--- src/design/gfta_pkg.sv ---
// shared constants and types for the gtp-u flow tunnel assigner
package gfta_pkg;

  localparam int unsigned TableEntries = 16;

  localparam logic [15:0] EthLen        = 16'd14;
  localparam logic [15:0] MinFrame      = 16'd42;
  localparam logic [15:0] TypeIpv4      = 16'h0800;
  localparam logic [7:0]  ProtoUdp      = 8'd17;
  localparam logic [15:0] OuterIpExtra  = 16'd36;
  localparam logic [15:0] OuterUdpExtra = 16'd16;

  localparam logic [15:0] MatchPortRst = 16'd453;
  localparam logic [15:0] TeidLimitRst = 16'd65535;
  localparam logic [31:0] PeerIpRst    = 32'hC0A80164;
  localparam logic [31:0] LocalIpRst   = 32'h0A0A0A0A;
  localparam logic [15:0] TunnelFirst  = 16'd1;

  localparam int unsigned CfgIdxW = 2;
  typedef logic [CfgIdxW-1:0] cfg_idx_t;

  localparam cfg_idx_t RegMatchPort = 2'd0;
  localparam cfg_idx_t RegTeidLimit = 2'd1;
  localparam cfg_idx_t RegPeerIp    = 2'd2;
  localparam cfg_idx_t RegLocalIp   = 2'd3;

endpackage

--- src/design/gfta_if.sv ---
// handshake channel interfaces: header summary in, descriptor out, register writes
interface gfta_in_if;
  logic        valid;
  logic        ready;
  logic [15:0] frame_length;
  logic [15:0] ethertype;
  logic [7:0]  ip_protocol;
  logic [15:0] udp_dst_port;
  logic [31:0] src_ip;
  modport source (output valid, frame_length, ethertype, ip_protocol, udp_dst_port,
                  src_ip, input ready);
  modport sink (input valid, frame_length, ethertype, ip_protocol, udp_dst_port,
                src_ip, output ready);
endinterface

interface gfta_out_if;
  logic        valid;
  logic        ready;
  logic        encapsulated;
  logic        flow_alloc;
  logic [15:0] tunnel_id;
  logic [15:0] outer_total_length;
  logic [15:0] outer_udp_length;
  logic [15:0] gtp_length;
  logic [31:0] outer_dst_ip;
  logic [31:0] outer_src_ip;
  modport source (output valid, encapsulated, flow_alloc, tunnel_id, outer_total_length,
                  outer_udp_length, gtp_length, outer_dst_ip, outer_src_ip, input ready);
  modport sink (input valid, encapsulated, flow_alloc, tunnel_id, outer_total_length,
                outer_udp_length, gtp_length, outer_dst_ip, outer_src_ip, output ready);
endinterface

interface gfta_cfg_if;
  logic                      valid;
  logic                      ready;
  logic [gfta_pkg::CfgIdxW-1:0] index;
  logic [31:0]               data;
  modport source (output valid, index, data, input ready);
  modport sink (input valid, index, data, output ready);
endinterface

--- src/design/gtpu_flow_tunnel_assigner.sv ---
// top level: frame match, lru flow table and tunnel descriptor
// One frame at a time. An unmatched frame goes from acceptance straight to the output
// state, where its word is loaded into the output register, and the block then returns
// to idle to accept the next frame. A matched frame is walked through the flow table ram
// twice, one entry per cycle: a lookup pass (hit, lowest free entry, oldest entry) and
// an age update pass that writes back the new recency ranks. Its word is loaded in the
// output state that follows the age update pass. The single read port of the table ram
// is why the table is walked one entry at a time. A word waiting on the output holds
// only the last step of the next frame.
// Valid bits live in flip-flops and clear at reset; no clearing pass is needed.
module gtpu_flow_tunnel_assigner #(
  parameter int unsigned TABLE_ENTRIES = gfta_pkg::TableEntries
) (
  input  logic        clk_i,
  input  logic        rst_ni,
  gfta_in_if.sink     in_i,
  gfta_out_if.source  out_o,
  gfta_cfg_if.sink    cfg_i
);

  localparam int unsigned AW   = $clog2(TABLE_ENTRIES);
  localparam int unsigned CW   = AW + 1;
  localparam int unsigned OW   = $clog2(TABLE_ENTRIES + 1);
  localparam int unsigned EW   = 32 + 16 + AW;
  localparam logic [CW-1:0] CntEnd  = CW'(TABLE_ENTRIES);
  localparam logic [AW-1:0] LastIdx = AW'(TABLE_ENTRIES - 1);
  localparam logic [OW-1:0] AgeFree = OW'(TABLE_ENTRIES);

  localparam logic [1:0] S_IDLE   = 2'd0;
  localparam logic [1:0] S_SCAN   = 2'd1;
  localparam logic [1:0] S_UPDATE = 2'd2;
  localparam logic [1:0] S_OUT    = 2'd3;

  logic [1:0]  state_q, state_d;
  logic [15:0] match_port_q, teid_limit_q;
  logic [31:0] peer_ip_q, local_ip_q;
  logic [15:0] next_q;
  logic [TABLE_ENTRIES-1:0] valid_q;

  logic [15:0] flen_q;
  logic [31:0] key_q;
  logic        match_q;

  logic [CW-1:0] cnt_q;
  logic          pend_q;
  logic [AW-1:0] pidx_q;

  logic          hit_q, free_q;
  logic [AW-1:0] hslot_q, fslot_q, lslot_q;
  logic [AW-1:0] hage_q, lage_q;
  logic [15:0]   htun_q;
  logic [15:0]   tid_q;

  logic        ovalid_q, oencap_q, onew_q;
  logic [15:0] otid_q, otot_q, oudp_q, ogtp_q;
  logic [31:0] odst_q, osrc_q;

  logic          in_acc, out_load, last_rd;
  logic          re, we;
  logic [AW-1:0] raddr;
  logic [EW-1:0] rdata, wdata;
  logic [31:0]   rkey;
  logic [15:0]   rtun;
  logic [AW-1:0] rage;
  logic [AW-1:0] slot_w;
  logic [OW-1:0] oage_w;
  logic [15:0]   tid_w;
  logic [16:0]   next_inc;
  logic [15:0]   ip_len;
  logic          in_match;

  assign in_acc   = in_i.valid && in_i.ready;
  assign in_i.ready = (state_q == S_IDLE);
  assign cfg_i.ready = 1'b1;
  assign out_load = (state_q == S_OUT) && (!ovalid_q || out_o.ready);
  assign last_rd  = pend_q && (pidx_q == LastIdx);

  assign in_match = (in_i.frame_length >= gfta_pkg::MinFrame) &&
                    (in_i.ethertype == gfta_pkg::TypeIpv4) &&
                    (in_i.ip_protocol == gfta_pkg::ProtoUdp) &&
                    (in_i.udp_dst_port == match_port_q);

  assign re    = ((state_q == S_SCAN) || (state_q == S_UPDATE)) && (cnt_q < CntEnd);
  assign raddr = cnt_q[AW-1:0];
  assign rkey  = rdata[EW-1 -: 32];
  assign rtun  = rdata[AW +: 16];
  assign rage  = rdata[AW-1:0];

  // chosen entry and the age it leaves behind
  always_comb begin
    if (hit_q) begin
      slot_w = hslot_q;
      oage_w = OW'(hage_q);
      tid_w  = htun_q;
    end else if (free_q) begin
      slot_w = fslot_q;
      oage_w = AgeFree;
      tid_w  = next_q;
    end else begin
      slot_w = lslot_q;
      oage_w = OW'(lage_q);
      tid_w  = next_q;
    end
  end

  // age update pass: target goes to rank zero, younger valid entries age by one
  always_comb begin
    we    = 1'b0;
    wdata = {rkey, rtun, rage + AW'(1)};
    if ((state_q == S_UPDATE) && pend_q) begin
      if (pidx_q == slot_w) begin
        we    = 1'b1;
        wdata = {key_q, tid_w, {AW{1'b0}}};
      end else if (valid_q[pidx_q] && (OW'(rage) < oage_w)) begin
        we = 1'b1;
      end
    end
  end

  gfta_ram #(
    .WIDTH (EW),
    .DEPTH (TABLE_ENTRIES)
  ) u_table (
    .clk_i   (clk_i),
    .we_i    (we),
    .waddr_i (pidx_q),
    .wdata_i (wdata),
    .re_i    (re),
    .raddr_i (raddr),
    .rdata_o (rdata)
  );

  always_comb begin
    state_d = state_q;
    unique case (state_q)
      S_IDLE:   if (in_acc) state_d = in_match ? S_SCAN : S_OUT;
      S_SCAN:   if (last_rd) state_d = S_UPDATE;
      S_UPDATE: if (last_rd) state_d = S_OUT;
      S_OUT:    if (out_load) state_d = S_IDLE;
      default:  state_d = S_IDLE;
    endcase
  end

  assign next_inc = {1'b0, next_q} + 17'd1;

  always_ff @(posedge clk_i or negedge rst_ni) begin
    if (!rst_ni) begin
      state_q      <= S_IDLE;
      match_port_q <= gfta_pkg::MatchPortRst;
      teid_limit_q <= gfta_pkg::TeidLimitRst;
      peer_ip_q    <= gfta_pkg::PeerIpRst;
      local_ip_q   <= gfta_pkg::LocalIpRst;
      next_q       <= gfta_pkg::TunnelFirst;
      valid_q      <= '0;
      cnt_q        <= '0;
      pend_q       <= 1'b0;
      hit_q        <= 1'b0;
      free_q       <= 1'b0;
      ovalid_q     <= 1'b0;
    end else begin
      state_q <= state_d;
      pend_q  <= re;
      if (cfg_i.valid) begin
        unique case (cfg_i.index)
          gfta_pkg::RegMatchPort: match_port_q <= cfg_i.data[15:0];
          gfta_pkg::RegTeidLimit: teid_limit_q <= cfg_i.data[15:0];
          gfta_pkg::RegPeerIp:    peer_ip_q    <= cfg_i.data;
          gfta_pkg::RegLocalIp:   local_ip_q   <= cfg_i.data;
          default: ;
        endcase
      end
      if (in_acc) begin
        cnt_q  <= '0;
        hit_q  <= 1'b0;
        free_q <= 1'b0;
      end else if (re) begin
        cnt_q <= cnt_q + CW'(1);
      end
      if ((state_q == S_SCAN) && last_rd) begin
        cnt_q <= '0;
      end
      if ((state_q == S_SCAN) && pend_q) begin
        if (valid_q[pidx_q] && (rkey == key_q) && !hit_q) begin
          hit_q <= 1'b1;
        end
        if (!valid_q[pidx_q] && !free_q) begin
          free_q <= 1'b1;
        end
      end
      if ((state_q == S_UPDATE) && last_rd) begin
        valid_q[slot_w] <= 1'b1;
        if (!hit_q) begin
          next_q <= (next_inc > {1'b0, teid_limit_q}) ? gfta_pkg::TunnelFirst
                                                     : next_inc[15:0];
        end
      end
      if (out_load) begin
        ovalid_q <= 1'b1;
      end else if (out_o.ready) begin
        ovalid_q <= 1'b0;
      end
    end
  end

  // payload registers
  always_ff @(posedge clk_i) begin
    pidx_q <= raddr;
    if (in_acc) begin
      flen_q  <= in_i.frame_length;
      key_q   <= in_i.src_ip;
      match_q <= in_match;
      lslot_q <= '0;
      lage_q  <= '0;
    end
    if ((state_q == S_SCAN) && pend_q) begin
      if (valid_q[pidx_q] && (rkey == key_q) && !hit_q) begin
        hslot_q <= pidx_q;
        hage_q  <= rage;
        htun_q  <= rtun;
      end
      if (!valid_q[pidx_q] && !free_q) begin
        fslot_q <= pidx_q;
      end
      if (valid_q[pidx_q] && (rage > lage_q)) begin
        lslot_q <= pidx_q;
        lage_q  <= rage;
      end
    end
    if ((state_q == S_UPDATE) && last_rd) begin
      tid_q <= tid_w;
    end
    if (out_load) begin
      oencap_q <= match_q;
      onew_q   <= match_q && !hit_q;
      otid_q   <= match_q ? tid_q : 16'd0;
      otot_q   <= match_q ? ip_len + gfta_pkg::OuterIpExtra : 16'd0;
      oudp_q   <= match_q ? ip_len + gfta_pkg::OuterUdpExtra : 16'd0;
      ogtp_q   <= match_q ? ip_len : 16'd0;
      odst_q   <= match_q ? peer_ip_q : 32'd0;
      osrc_q   <= match_q ? local_ip_q : 32'd0;
    end
  end

  assign ip_len = flen_q - gfta_pkg::EthLen;

  assign out_o.valid              = ovalid_q;
  assign out_o.encapsulated       = oencap_q;
  assign out_o.flow_alloc         = onew_q;
  assign out_o.tunnel_id          = otid_q;
  assign out_o.outer_total_length = otot_q;
  assign out_o.outer_udp_length   = oudp_q;
  assign out_o.gtp_length         = ogtp_q;
  assign out_o.outer_dst_ip       = odst_q;
  assign out_o.outer_src_ip       = osrc_q;

  a_next_nonzero: assert property (@(posedge clk_i) disable iff (!rst_ni)
    next_q != 16'd0) else $error("tunnel id counter reached zero");

  a_new_is_encap: assert property (@(posedge clk_i) disable iff (!rst_ni)
    ovalid_q && onew_q |-> oencap_q) else $error("new flow word not encapsulated");

  a_encap_tid: assert property (@(posedge clk_i) disable iff (!rst_ni)
    ovalid_q && oencap_q |-> otid_q != 16'd0) else $error("encapsulated with tunnel id 0");

  a_valid_grow: assert property (@(posedge clk_i) disable iff (!rst_ni)
    ##1 $countones(valid_q) >= $countones($past(valid_q)))
    else $error("flow table entry lost its valid bit");

endmodule

--- src/design/gfta_ram.sv ---
// generic simple dual-port ram with registered read
module gfta_ram #(
  parameter int unsigned WIDTH = 8,
  parameter int unsigned DEPTH = 16
) (
  input  logic                     clk_i,
  input  logic                     we_i,
  input  logic [$clog2(DEPTH)-1:0] waddr_i,
  input  logic [WIDTH-1:0]         wdata_i,
  input  logic                     re_i,
  input  logic [$clog2(DEPTH)-1:0] raddr_i,
  output logic [WIDTH-1:0]         rdata_o
);

  logic [WIDTH-1:0] mem [DEPTH];

  always_ff @(posedge clk_i) begin
    if (we_i) begin
      mem[waddr_i] <= wdata_i;
    end
    if (re_i) begin
      rdata_o <= mem[raddr_i];
    end
  end

endmodule

--- src/flat_wrapper.sv ---
// flat-port wrapper written by rule: the top's interface ports become plain ports
module gtpu_flow_tunnel_assigner_flat 
#(
  parameter int unsigned TABLE_ENTRIES = gfta_pkg::TableEntries
)
  (clk_i, rst_ni, in_i_valid, in_i_frame_length, in_i_ethertype, in_i_ip_protocol, in_i_udp_dst_port, in_i_src_ip, in_i_ready, out_o_valid, out_o_encapsulated, out_o_flow_alloc, out_o_tunnel_id, out_o_outer_total_length, out_o_outer_udp_length, out_o_gtp_length, out_o_outer_dst_ip, out_o_outer_src_ip, out_o_ready, cfg_i_valid, cfg_i_index, cfg_i_data, cfg_i_ready);
  gfta_in_if in_i_i ();
  gfta_out_if out_o_i ();
  gfta_cfg_if cfg_i_i ();
  input  logic clk_i;
  input  logic rst_ni;
  input wire logic [$bits(in_i_i.valid)-1:0] in_i_valid;
  input wire logic [$bits(in_i_i.frame_length)-1:0] in_i_frame_length;
  input wire logic [$bits(in_i_i.ethertype)-1:0] in_i_ethertype;
  input wire logic [$bits(in_i_i.ip_protocol)-1:0] in_i_ip_protocol;
  input wire logic [$bits(in_i_i.udp_dst_port)-1:0] in_i_udp_dst_port;
  input wire logic [$bits(in_i_i.src_ip)-1:0] in_i_src_ip;
  output wire logic [$bits(in_i_i.ready)-1:0] in_i_ready;
  output wire logic [$bits(out_o_i.valid)-1:0] out_o_valid;
  output wire logic [$bits(out_o_i.encapsulated)-1:0] out_o_encapsulated;
  output wire logic [$bits(out_o_i.flow_alloc)-1:0] out_o_flow_alloc;
  output wire logic [$bits(out_o_i.tunnel_id)-1:0] out_o_tunnel_id;
  output wire logic [$bits(out_o_i.outer_total_length)-1:0] out_o_outer_total_length;
  output wire logic [$bits(out_o_i.outer_udp_length)-1:0] out_o_outer_udp_length;
  output wire logic [$bits(out_o_i.gtp_length)-1:0] out_o_gtp_length;
  output wire logic [$bits(out_o_i.outer_dst_ip)-1:0] out_o_outer_dst_ip;
  output wire logic [$bits(out_o_i.outer_src_ip)-1:0] out_o_outer_src_ip;
  input wire logic [$bits(out_o_i.ready)-1:0] out_o_ready;
  input wire logic [$bits(cfg_i_i.valid)-1:0] cfg_i_valid;
  input wire logic [$bits(cfg_i_i.index)-1:0] cfg_i_index;
  input wire logic [$bits(cfg_i_i.data)-1:0] cfg_i_data;
  output wire logic [$bits(cfg_i_i.ready)-1:0] cfg_i_ready;
  assign in_i_i.valid = in_i_valid;
  assign in_i_i.frame_length = in_i_frame_length;
  assign in_i_i.ethertype = in_i_ethertype;
  assign in_i_i.ip_protocol = in_i_ip_protocol;
  assign in_i_i.udp_dst_port = in_i_udp_dst_port;
  assign in_i_i.src_ip = in_i_src_ip;
  assign in_i_ready = in_i_i.ready;
  assign out_o_valid = out_o_i.valid;
  assign out_o_encapsulated = out_o_i.encapsulated;
  assign out_o_flow_alloc = out_o_i.flow_alloc;
  assign out_o_tunnel_id = out_o_i.tunnel_id;
  assign out_o_outer_total_length = out_o_i.outer_total_length;
  assign out_o_outer_udp_length = out_o_i.outer_udp_length;
  assign out_o_gtp_length = out_o_i.gtp_length;
  assign out_o_outer_dst_ip = out_o_i.outer_dst_ip;
  assign out_o_outer_src_ip = out_o_i.outer_src_ip;
  assign out_o_i.ready = out_o_ready;
  assign cfg_i_i.valid = cfg_i_valid;
  assign cfg_i_i.index = cfg_i_index;
  assign cfg_i_i.data = cfg_i_data;
  assign cfg_i_ready = cfg_i_i.ready;
  gtpu_flow_tunnel_assigner #(.TABLE_ENTRIES(TABLE_ENTRIES)) u_core (.clk_i(clk_i), .rst_ni(rst_ni), .in_i(in_i_i), .out_o(out_o_i), .cfg_i(cfg_i_i));
endmodule
--- config.mk ---
export PLATFORM = sky130hd
export DESIGN_NAME = gtpu_flow_tunnel_assigner_flat
export DESIGN_NICKNAME = d
export VERILOG_FILES = /design/src/design/gfta_pkg.sv /design/src/design/gfta_if.sv /design/src/design/gtpu_flow_tunnel_assigner.sv /design/src/design/gfta_ram.sv /design/src/flat_wrapper.sv
export SDC_FILE = /design/constraint.sdc
export NUM_CORES = 1
export LEC_CHECK = 0
export CAP_MARGIN = 40
export CELL_PAD_IN_SITES_DETAIL_PLACEMENT = 0
export CELL_PAD_IN_SITES_GLOBAL_PLACEMENT = 1
export CORE_ASPECT_RATIO = 1.2
export CORE_MARGIN = 10
export CORE_UTILIZATION = 62
export CTS_BUF_LIST = sky130_fd_sc_hd__clkbuf_4 sky130_fd_sc_hd__clkbuf_8
export DETAILED_ROUTE_END_ITERATION = 8
export DONT_BUFFER_PORTS = 1
export PLACE_DENSITY_LB_ADDON = 0.1
export SYNTH_ARGS = -nofsm -noshare
export SYNTH_HDL_FRONTEND = slang
export SYNTH_HIERARCHICAL = 1
export SYNTH_SLANG_ARGS = --single-unit
--- constraint.sdc ---
create_clock -name clk_i -period 12.12 [get_ports clk_i]
set_clock_uncertainty 0.15 [all_clocks]
set_input_delay 0.606 -clock clk_i [delete_from_list [all_inputs] [get_ports clk_i]]
set_output_delay 0.606 -clock clk_i [all_outputs]
set_load 0.02 [all_outputs]
# Word level (Yosys, flattened, before mapping)
# Memories as Yosys holds them, arrays and structs flattened. A register that Yosys moved wholly into a read port is not among the register bits.
# Index checks and enable logic that the tools add are counted.
word_totals:
  register_bits: 374
  mem_bits_rw: 832
  input_bits: 127
  out_inout_bits: 133
  wordCells: 140
  n_memories: 1
mem_list:
  columns: ["memory", "depth", "width", "rd", "rd_clocked_by_memory_dff", "write_ports", "line_no", "source"]
  rows:
  - ["u_core.u_table.mem", 16, 52, 1, 1, 1, "gfta_ram.sv:15", "logic [WIDTH-1:0] mem [DEPTH];"]
classes:
  add_sub_neg: 6
  magnitude_cmp: 8
  eq_ne: 16
  mux: 40
  n_bitwise: 2
  reduce_logical: 36
ops:
  columns: ["cell", "count"]
  rows:
  - ["52-bit two-way mux", 2]
  - ["32-bit equality test", 1]
  - ["16-bit two-way mux", 2]
  - ["4-bit two-way mux", 8]
  - ["5-bit two-way mux", 5]
  - ["1-bit logical AND", 18]
  - ["16-bit by 1-bit adder with 17-bit output (second input constant)", 1]
  - ["17-bit by 16-bit greater-than comparator with 1-bit output", 1]
  - ["16-bit by 5-bit adder with 16-bit output (second input constant)", 1]
  - ["16-bit by 6-bit adder with 16-bit output (second input constant)", 1]
  - ["16-bit by 12-bit equality test with 1-bit output (second input constant)", 1]
  - ["16-bit equality test", 1]
  - ["16-bit by 6-bit greater-or-equal comparator with 1-bit output (second input constant)", 1]
  - ["16-bit bitwise OR", 1]
  - ["16-bit by 4-bit subtractor with 16-bit output (second input constant)", 1]
  - ["1-bit two-way mux", 15]
  - ["2-bit AND reduction", 7]
  - ["4-bit by 5-bit less-than comparator with 1-bit output (second input constant)", 2]
  - ["2-bit two-way mux", 5]
  - ["2-bit equality test (second input constant)", 4]
  - ["8-bit by 5-bit equality test with 1-bit output (second input constant)", 1]
  - ["2-bit one-hot mux with 4 select lines", 1]
  - ["2-bit by 1-bit != test with 1-bit output (second input constant)", 3]
  - ["5-bit by 1-bit adder with 5-bit output (second input constant)", 1]
  - ["other kinds (18)", 24]

# Longest topological paths before layout
# Gate-level depths: netlist (run 1).
logic_depth:
  word_depth: 9
  ltp_mapped: 14
  ltp_nobuf: 12

# Modules after synthesis
# Netlist (run 1), hierarchy kept.
modules_own_cells:
  columns: ["mod", "instances", "cells_per_inst", "area_per_inst_um2", "seq_area_each_um2"]
  rows:
  - ["gfta_ram", 1, 1344, 32736.4, 26545.5]
  - ["gtpu_flow_tunnel_assigner", 1, 1180, 16691.0, 10283.6]

# Least setup slack after synthesis (run 1)
# No wires, ideal clock.
synth_path:
  kind: "reg2reg"
  start: "register u_core.hit_q"
  end: "memory u_core/u_table/mem[0][0] (netlist name) (enable)"
  setup_ns: 0.526
  t_arrival_ns: 6.247
  t_required_ns: 11.444
  path_slack_ns: 5.197
  stages_incl_launch_ff: 14
  n_path_buf: 3
  period_less_slack_ns: 6.923
  path_cell_list: "dfrtp_1 -> buf_2 -> buf_1 -> buf_1 -> nor3_1 -> a21oi_1 -> ha_1 -> a21o_1 -> a21oi_1 -> nor2b_1 -> o22ai_1 -> a41o_1 -> or3b_2 -> nor3_1"
synth_via:
  elab_chain_len: 8
  word_cells_on_any_way: 10
  classes_between: "order compare: 1; eq/ne: 1; mux: 7; reduce/logical: 1"
synth_rtl:
  columns: ["item", "line_no", "source"]
  rows:
  - ["start: declaration", "gtpu_flow_tunnel_assigner.sv:48", "logic hit_q, free_q;"]
  - ["start signal: assignment", "gtpu_flow_tunnel_assigner.sv:157", "hit_q <= 1'b0;"]
  - ["start signal: assignment", "gtpu_flow_tunnel_assigner.sv:174", "hit_q <= 1'b0;"]
  - ["start signal: assignment", "gtpu_flow_tunnel_assigner.sv:184", "hit_q <= 1'b1;"]
  - ["5-bit two-way mux", "gtpu_flow_tunnel_assigner.sv:91", "if (hit_q) begin"]
  - ["4-bit by 5-bit less-than comparator with 1-bit output", "gtpu_flow_tunnel_assigner.sv:114", "end else if (valid_q[pidx_q] && (OW'(rage) < oage_w)) begin"]
  - ["1-bit logical AND", "gtpu_flow_tunnel_assigner.sv:114", null]
  - ["1-bit two-way mux", "gtpu_flow_tunnel_assigner.sv:114", null]
  - ["1-bit two-way mux *", "gtpu_flow_tunnel_assigner.sv:111", "if (pidx_q == slot_w) begin"]
  - ["1-bit two-way mux *", "gtpu_flow_tunnel_assigner.sv:110", "if ((state_q == S_UPDATE) && pend_q) begin"]
  - ["via u_core.we", "gtpu_flow_tunnel_assigner.sv:59", "logic re, we;"]
  - ["1-bit two-way mux *", "gfta_ram.sv:18", "if (we_i) begin"]
  - ["1-bit two-way mux (not written as such) *", "gfta_ram.sv:19", "mem[waddr_i] <= wdata_i;"]
  - ["end: declaration", "gfta_ram.sv:15", null]
# The timed path passes the listed nets; every way through them passes the cells marked *.

# Final worst setup path (run 1)
layout_path:
  start: "register u_core.hit_q"
  end: "memory u_core/u_table/mem[0][26] (netlist name) (enable)"
# The elaborated chain is that of the path after synthesis.

==> impl_metrics.json, run 1 <==
{
  "fin_nets": 2907,
  "tns_ps": 0,
  "p_leak_nw": 19.20,
  "cts_tree": "built",
  "finalMaxSlewViolations": 0,
  "syn_inst": 2524,
  "num_rows": 113,
  "initialDrtViolationCount": 2242,
  "ys.warnings.count": 6,
  "ant_nets": 0,
  "sequentialPowerShare": 0.501,
  "use_met2": 0.4103,
  "area_delta_synth_final_pct": 13.00,
  "end_kind": "flop",
  "overflow": 0,
  "grt_pass1_wl_um": 164600,
  "p_switching_mw": 3.772,
  "met3_usage": 0.04906,
  "total_power_mw": 12.60,
  "clkTransAtPathRegs_ps": 60,
  "synth_common_cells": "edfxtp_1 (1101), mux4_2 (213), mux2_2 (115)",
  "fmax_mhz": 243.7,
  "worst_ir_drop_vdd_v": 0.0001895,
  "synth.area.top_cells": "edfxtp_1 (67%), mux4_2 (9.7%), dfrtp_1 (5.1%)",
  "die_w_um": 277.8,
  "rsz0062_at_grt": "false",
  "grt.busiest_layer": "met2",
  "setup_slack_ps": 8016,
  "worstPathRequired_ps": 12460,
  "routed_wl_um": 108100,
  "avgRoutedWirePerCell_um": 27.54,
  "slew_headroom": 0.3463,
  "p_int_mw": 8.826,
  "antenna_found_initial": 1,
  "cts-buffers-inserted": 185,
  "use_met1": 0.3040,
  "ys_seq_elements": 1252,
  "drcViolationCount": 0,
  "dp_slack_ps": 7997,
  "ys_types": 68,
  "core-area_sq_um": 79180,
  "dp_hpwl_um": 63840,
  "netlist_area_sq_um": 49430,
  "htreeDepth": 4,
  "powerDensity_nw_per_um2": 225.6,
  "outcome": "complete, no violations",
  "dp_cells": 3509,
  "avgSynthCellArea_sq_um": 19.58,
  "clkPwrFrac": 0.264,
  "fillers": 4887,
  "pwr-share-comb": 0.235,
  "synth_top_area_share": 0.6689,
  "drv_cap": 0,
  "grt_pass1_vias": 26130,
  "worstPathMaxFanout": 33,
  "port_buffers": 0,
  "clock_latency_ps": 830,
  "multi_input_area_sq_um": 11930,
  "clk_path_buf_depth": 3,
  "seq_area_sq_um": 36840,
  "start_kind": "flop",
  "drtPass1Iterations": 5,
  "synth_nets": 2685,
  "async_reset_ff_frac": 0.1110,
  "arrival_ps": 4450,
  "vias_per_cell": 6.247,
  "tightest_slew_ps": 976.9,
  "final_layout_size_suffix_gt1_frac": 0.2836,
  "cts.sinks": 1252,
  "ios": 260,
  "period_share": 0.3386,
  "final_cells": 3924,
  "initial_core_util": 0.6243,
  "ys.flop_type": "edfxtp_1",
  "synth_area_leader_cell": "edfxtp_1",
  "min_path_type": "input port to flop",
  "synth.most_common_cell": "edfxtp_1",
  "synth_edf_count": 1101,
  "critical_path_class": "flop to flop",
  "routabilityCongestion": 0.8078,
  "dieArea_sq_um": 91460,
  "grt_usage": 0.2382,
  "swShare": 0.2994,
  "ys_seq_area_frac": 0.7451,
  "setup_viol": 0,
  "grt_start_max_net_pins": 140,
  "die_h_um": 329.3,
  "cts_root_buf": "clkbuf_8",
  "post-route-min-period_ps": 4104,
  "final_hold_viol_count": 0,
  "dr_total_vias": 24510
}
## power groups by stage
stage | clock network [mW] | logic [mW] | registers, mW
after floorplan | 0 | 2.16 | 6.24
after detailed placement | 0 | 2.93 | 6.41
after global routing | 3.60 | 3.20 | 6.36
after global placement | 0 | 2.65 | 6.43
final | 3.33 | 2.96 | 6.31
after CTS | 3.40 | 2.97 | 6.32
## layout by cell type (no fill, tap or decap), types with 32 or more instances in the layout
| cell | n |
|---|---|
| dlygate4sd3_1 | 83 |
| dfrtp_1 | 98 |
| ha_1 | 34 |
| xor2_1 | 65 |
| mux4_2 | 213 |
| mux2_4 | 41 |
| and2_1 | 99 |
| nand2_1 | 88 |
| a22oi_1 | 104 |
| clkinv_1 | 32 |
| inv_1 | 37 |
| clkbuf_4 | 58 |
| clkbuf_8 | 202 |
| edfxtp_1 | 1101 |
| nor2_1 | 32 |
| dfstp_2 | 39 |
| mux2_2 | 115 |
| buf_4 | 42 |
## worst paths after layout
kind                                          from                         to  slack [ps]  cells past startpoint
min in group asynchronous                   rst_ni        u_core/peer_ip_q[3]         270                      2
worst max-delay path                  u_core/hit_q  u_core/u_table/mem[0][26]        8020                     13
worst max register to register        u_core/hit_q  u_core/u_table/mem[0][26]        8020                     13
worst min-delay path            in_i_ethertype[11]             u_core/match_q          80                      2
max in group asynchronous                   rst_ni       u_core/peer_ip_q[26]       10960                      2
worst min register to register   u_core/valid_q[8]          u_core/valid_q[8]         310                      1
## sequential cells by signal, summed over array words and instances, names as in the netlist, 14 cells and up
register,cells
u_core/flen_q,16
u_core/out_o.tunnel_id,16
u_core/u_table/mem,832
u_core/teid_limit_q,16
u_core/out_o.outer_src_ip,32
u_core/match_port_q,16
u_core/htun_q,16
u_core/next_q,16
u_core/tid_q,16
u_core/out_o.outer_dst_ip,32
u_core/local_ip_q,32
u_core/peer_ip_q,32
u_core/key_q,32
u_core/valid_q,16
u_core/u_table/rdata_o,52
u_core/out_o.outer_udp_length,14
u_core/out_o.outer_total_length,16
## timing repair
item | CTS | global route
setup buffers | 0 | 0
hold buffers | 84 | 0
gates resized for setup | 0 | 0
hold endpoints to repair | 287 | 0
setup endpoints to repair | 0 | 0
## worst max-delay path, stage by stage (launching register included)
cell,delay [ps]
dfrtp_1,420
buf_4,390
nor3_1,80
a21oi_1,150
ha_1,250
a21o_1,150
a21oi_1,140
nor2b_1,60
o22ai_1,190
a41o_1,270
or3b_2,590
nor3_2,150
buf_4,430
buf_12,280
## cell families after synthesis
| family | after synthesis | synth area share |
|---|---|---|
| AND/OR/NAND/NOR | 388 | 0.04270 |
| multiplexers | 388 | 0.1399 |
| adder cells (fa/ha/maj) | 34 | 0.008607 |
| AO/OA/AOI/OAI | 208 | 0.03068 |
| other | 1 | 0.00007587 |
| flip-flops | 1252 | 0.7451 |
| buffers and inverters | 161 | 0.01658 |
| XOR/XNOR | 92 | 0.01630 |
## routing by layer
metal | share of wire | wire (um)
met1 | 0.39 | 42310
met2 | 0.52 | 56620
met3 | 0.064 | 6874
met4 | 0.021 | 2260
met5 | 0 | 0
## metrics by stage
| stage | instance area [sq um] | hold slack (ps) | util |
|---|---|---|---|
| 4_1_cts | 55840 | 4.243 | 0.7053 |
| 2_1_floorplan | 49430 | 160.4 | - |
| 6_report | 55850 | 77.59 | 0.7054 |
| 3_3_place_gp | 50500 | 166.1 | 0.6378 |
| 5_1_grt | 55850 | 39.69 | 0.7054 |
| 3_5_place_dp | 51340 | 166.0 | 0.6485 |
## area by class of cell
class / instances / area share
well taps: 1035 / 0.02319
repair buffers: 158 / 0.03584
flip-flops and latches: 1252 / 0.6595
diodes: 1 / 0.00004480
inverters: 38 / 0.002554
clock inverters: 69 / 0.007639
clock buffers: 260 / 0.05757
multi-input cells: 1111 / 0.2136
(Power assumes the default switching activity.)
==> run 2, diff against run 1 <==
CORE_UTILIZATION = 58   (was 62)
clock period = 4 ns   (was 12.12 ns; I/O delays follow)
==> impl_metrics.json, run 2 (synthesis gave the netlist of run 1 again) <==
{
  "outcome": "complete, no violations",
  "routabilityCongestion": 0.8285,
  "setup_viol": 0,
  "place_area_sq_um": 51450,
  "largestRegisters": "u_core/u_table/mem: 832 flops, u_core/u_table/rdata_o: 52 flops",
  "routed_wl_um": 117400,
  "dp_cells": 3625,
  "drv_cap": 0,
  "grt_start_max_net_pins": 101,
  "die_w_um": 286.5,
  "vias_per_cell": 6.010,
  "hold_start": "cfg_i_valid",
  "whs_path_depth": 2,
  "powerDensity_nw_per_um2": 677.6,
  "worst_ir_drop_vdd_v": 0.0004430,
  "area_delta_synth_final_pct": 15.76,
  "critPathLaunch": "u_core/free_q",
  "total_power_mw": 38.77,
  "clkTransAtPathRegs_ps": 60,
  "fmax_mhz": 260.5,
  "ios": 260,
  "largest_reg_flops": 832,
  "core-area_sq_um": 84760,
  "whs_ps": 92.28,
  "post-route-min-period_ps": 3838,
  "dr_total_vias": 25120,
  "final_cells": 4179,
  "grt_pass1_vias": 27060,
  "ant_nets": 0,
  "slew_headroom": 0.3684,
  "tns_ps": 0,
  "fillers": 5468,
  "fin_nets": 3057,
  "final_layout_size_suffix_gt1_frac": 0.2766,
  "final_common_cell": "edfxtp_1",
  "grt_pass1_wl_um": 175700,
  "arrival_ps": 4180,
  "mostFrequentLayoutCells": "edfxtp_1 (1101), mux4_2 (213), dlygate4sd3_1 (199)",
  "cts-buffers-inserted": 186,
  "start_kind": "flop",
  "cts_root_buf": "clkbuf_8",
  "drcViolationCount": 0,
  "end_kind": "flop",
  "initial_core_util": 0.5831,
  "antenna_found_initial": 1,
  "rsz0062_at_grt": "false",
  "final_hold_viol_count": 0,
  "clk_path_buf_depth": 3,
  "overflow": 0,
  "worstPathMaxFanout": 33,
  "rr_startpoint": "u_core/free_q",
  "period_share": 0.9596,
  "grt_usage": 0.2432,
  "worstPathRequired_ps": 4340,
  "tightest_slew_ps": 938.7,
  "initialDrtViolationCount": 1915,
  "drtPass1Iterations": 6,
  "cts_tree": "built",
  "clock_latency_ps": 850,
  "finalMaxSlewViolations": 0,
  "port_buffers": 0,
  "critical_path_class": "flop to flop",
  "postLayoutCellArea_sq_um": 57220,
  "top_register": "u_core/u_table/mem",
  "num_rows": 117,
  "die_h_um": 339.8,
  "min_path_type": "input port to flop",
  "post-route-util": 0.6751,
  "p_leak_nw": 19.74,
  "dieArea_sq_um": 97350,
  "setup_slack_ps": 161.8,
  "dp_slack_ps": -31.23,
  "dp_hpwl_um": 69820,
  "cts.sinks": 1252,
  "htreeDepth": 4,
  "rr_worst_depth": 11,
  "avgRoutedWirePerCell_um": 28.08
}
run 2: area by class of cell:
type | instances | area (sq um) | area share
sequential | 1252 | 36840 | 0.6438
clock inverter | 92 | 574.3 | 0.01004
clock buffer | 248 | 3044 | 0.05320
inverter | 38 | 142.6 | 0.002493
timing repair buffer | 305 | 3221 | 0.05629
tap | 1130 | 1414 | 0.02471
antenna | 1 | 2.502 | 0.00004373
multi-input combinational | 1113 | 11980 | 0.2094
run 2: layer usage:
metal	GRT usage	vias up	routed length (um)
li1	-	10860	-
met1	0.2993	13140	44980
met2	0.4257	939	62390
met3	0.04866	179	7092
met4	0.08089	0	2904
met5	0	-	0
run 2: power breakdown:
group | internal, mW | switching [mW]
clock network | 5.29 | 4.80
logic | 3.86 | 5.75
registers | 17.6 | 1.47
run 2: path summary, 6_finish.rpt:
| kind | end | slack [ps] |
|---|---|---|
| setup / recovery | u_core/u_table/mem[7][49] | 160 |
| hold reg to reg | u_core/htun_q[8] | 290 |
| setup reg to reg | u_core/u_table/mem[7][49] | 160 |
| min in group asynchronous | u_core/peer_ip_q[5] | 560 |
| max in group asynchronous | u_core/local_ip_q[21] | 2530 |
| hold / removal | u_core/teid_limit_q[13] | 90 |
run 2: worst max-delay path, stage by stage, from the launching register on:
cell and delay (ps):
dfrtp_1 540, nor3_1 260, a21oi_1 70, ha_1 210, nor4b_1 330, a21oi_1 110, o22ai_1 220, a41o_1 350
nand3b_1 200, buf_4 250, nor2_4 420, buf_12 340
run 2: timing repair:
| action | CTS | global route |
|---|---|---|
| endpoints found under the hold margin | 313 | 0 |
| endpoints found under the setup margin | 35 | 109 |
| pin swaps | 2 | 4 |
| cloned | 2 | 0 |
| gates resized for setup | 0 | 2 |
| hold buffers | 201 | 0 |
| setup buffers | 0 | 11 |
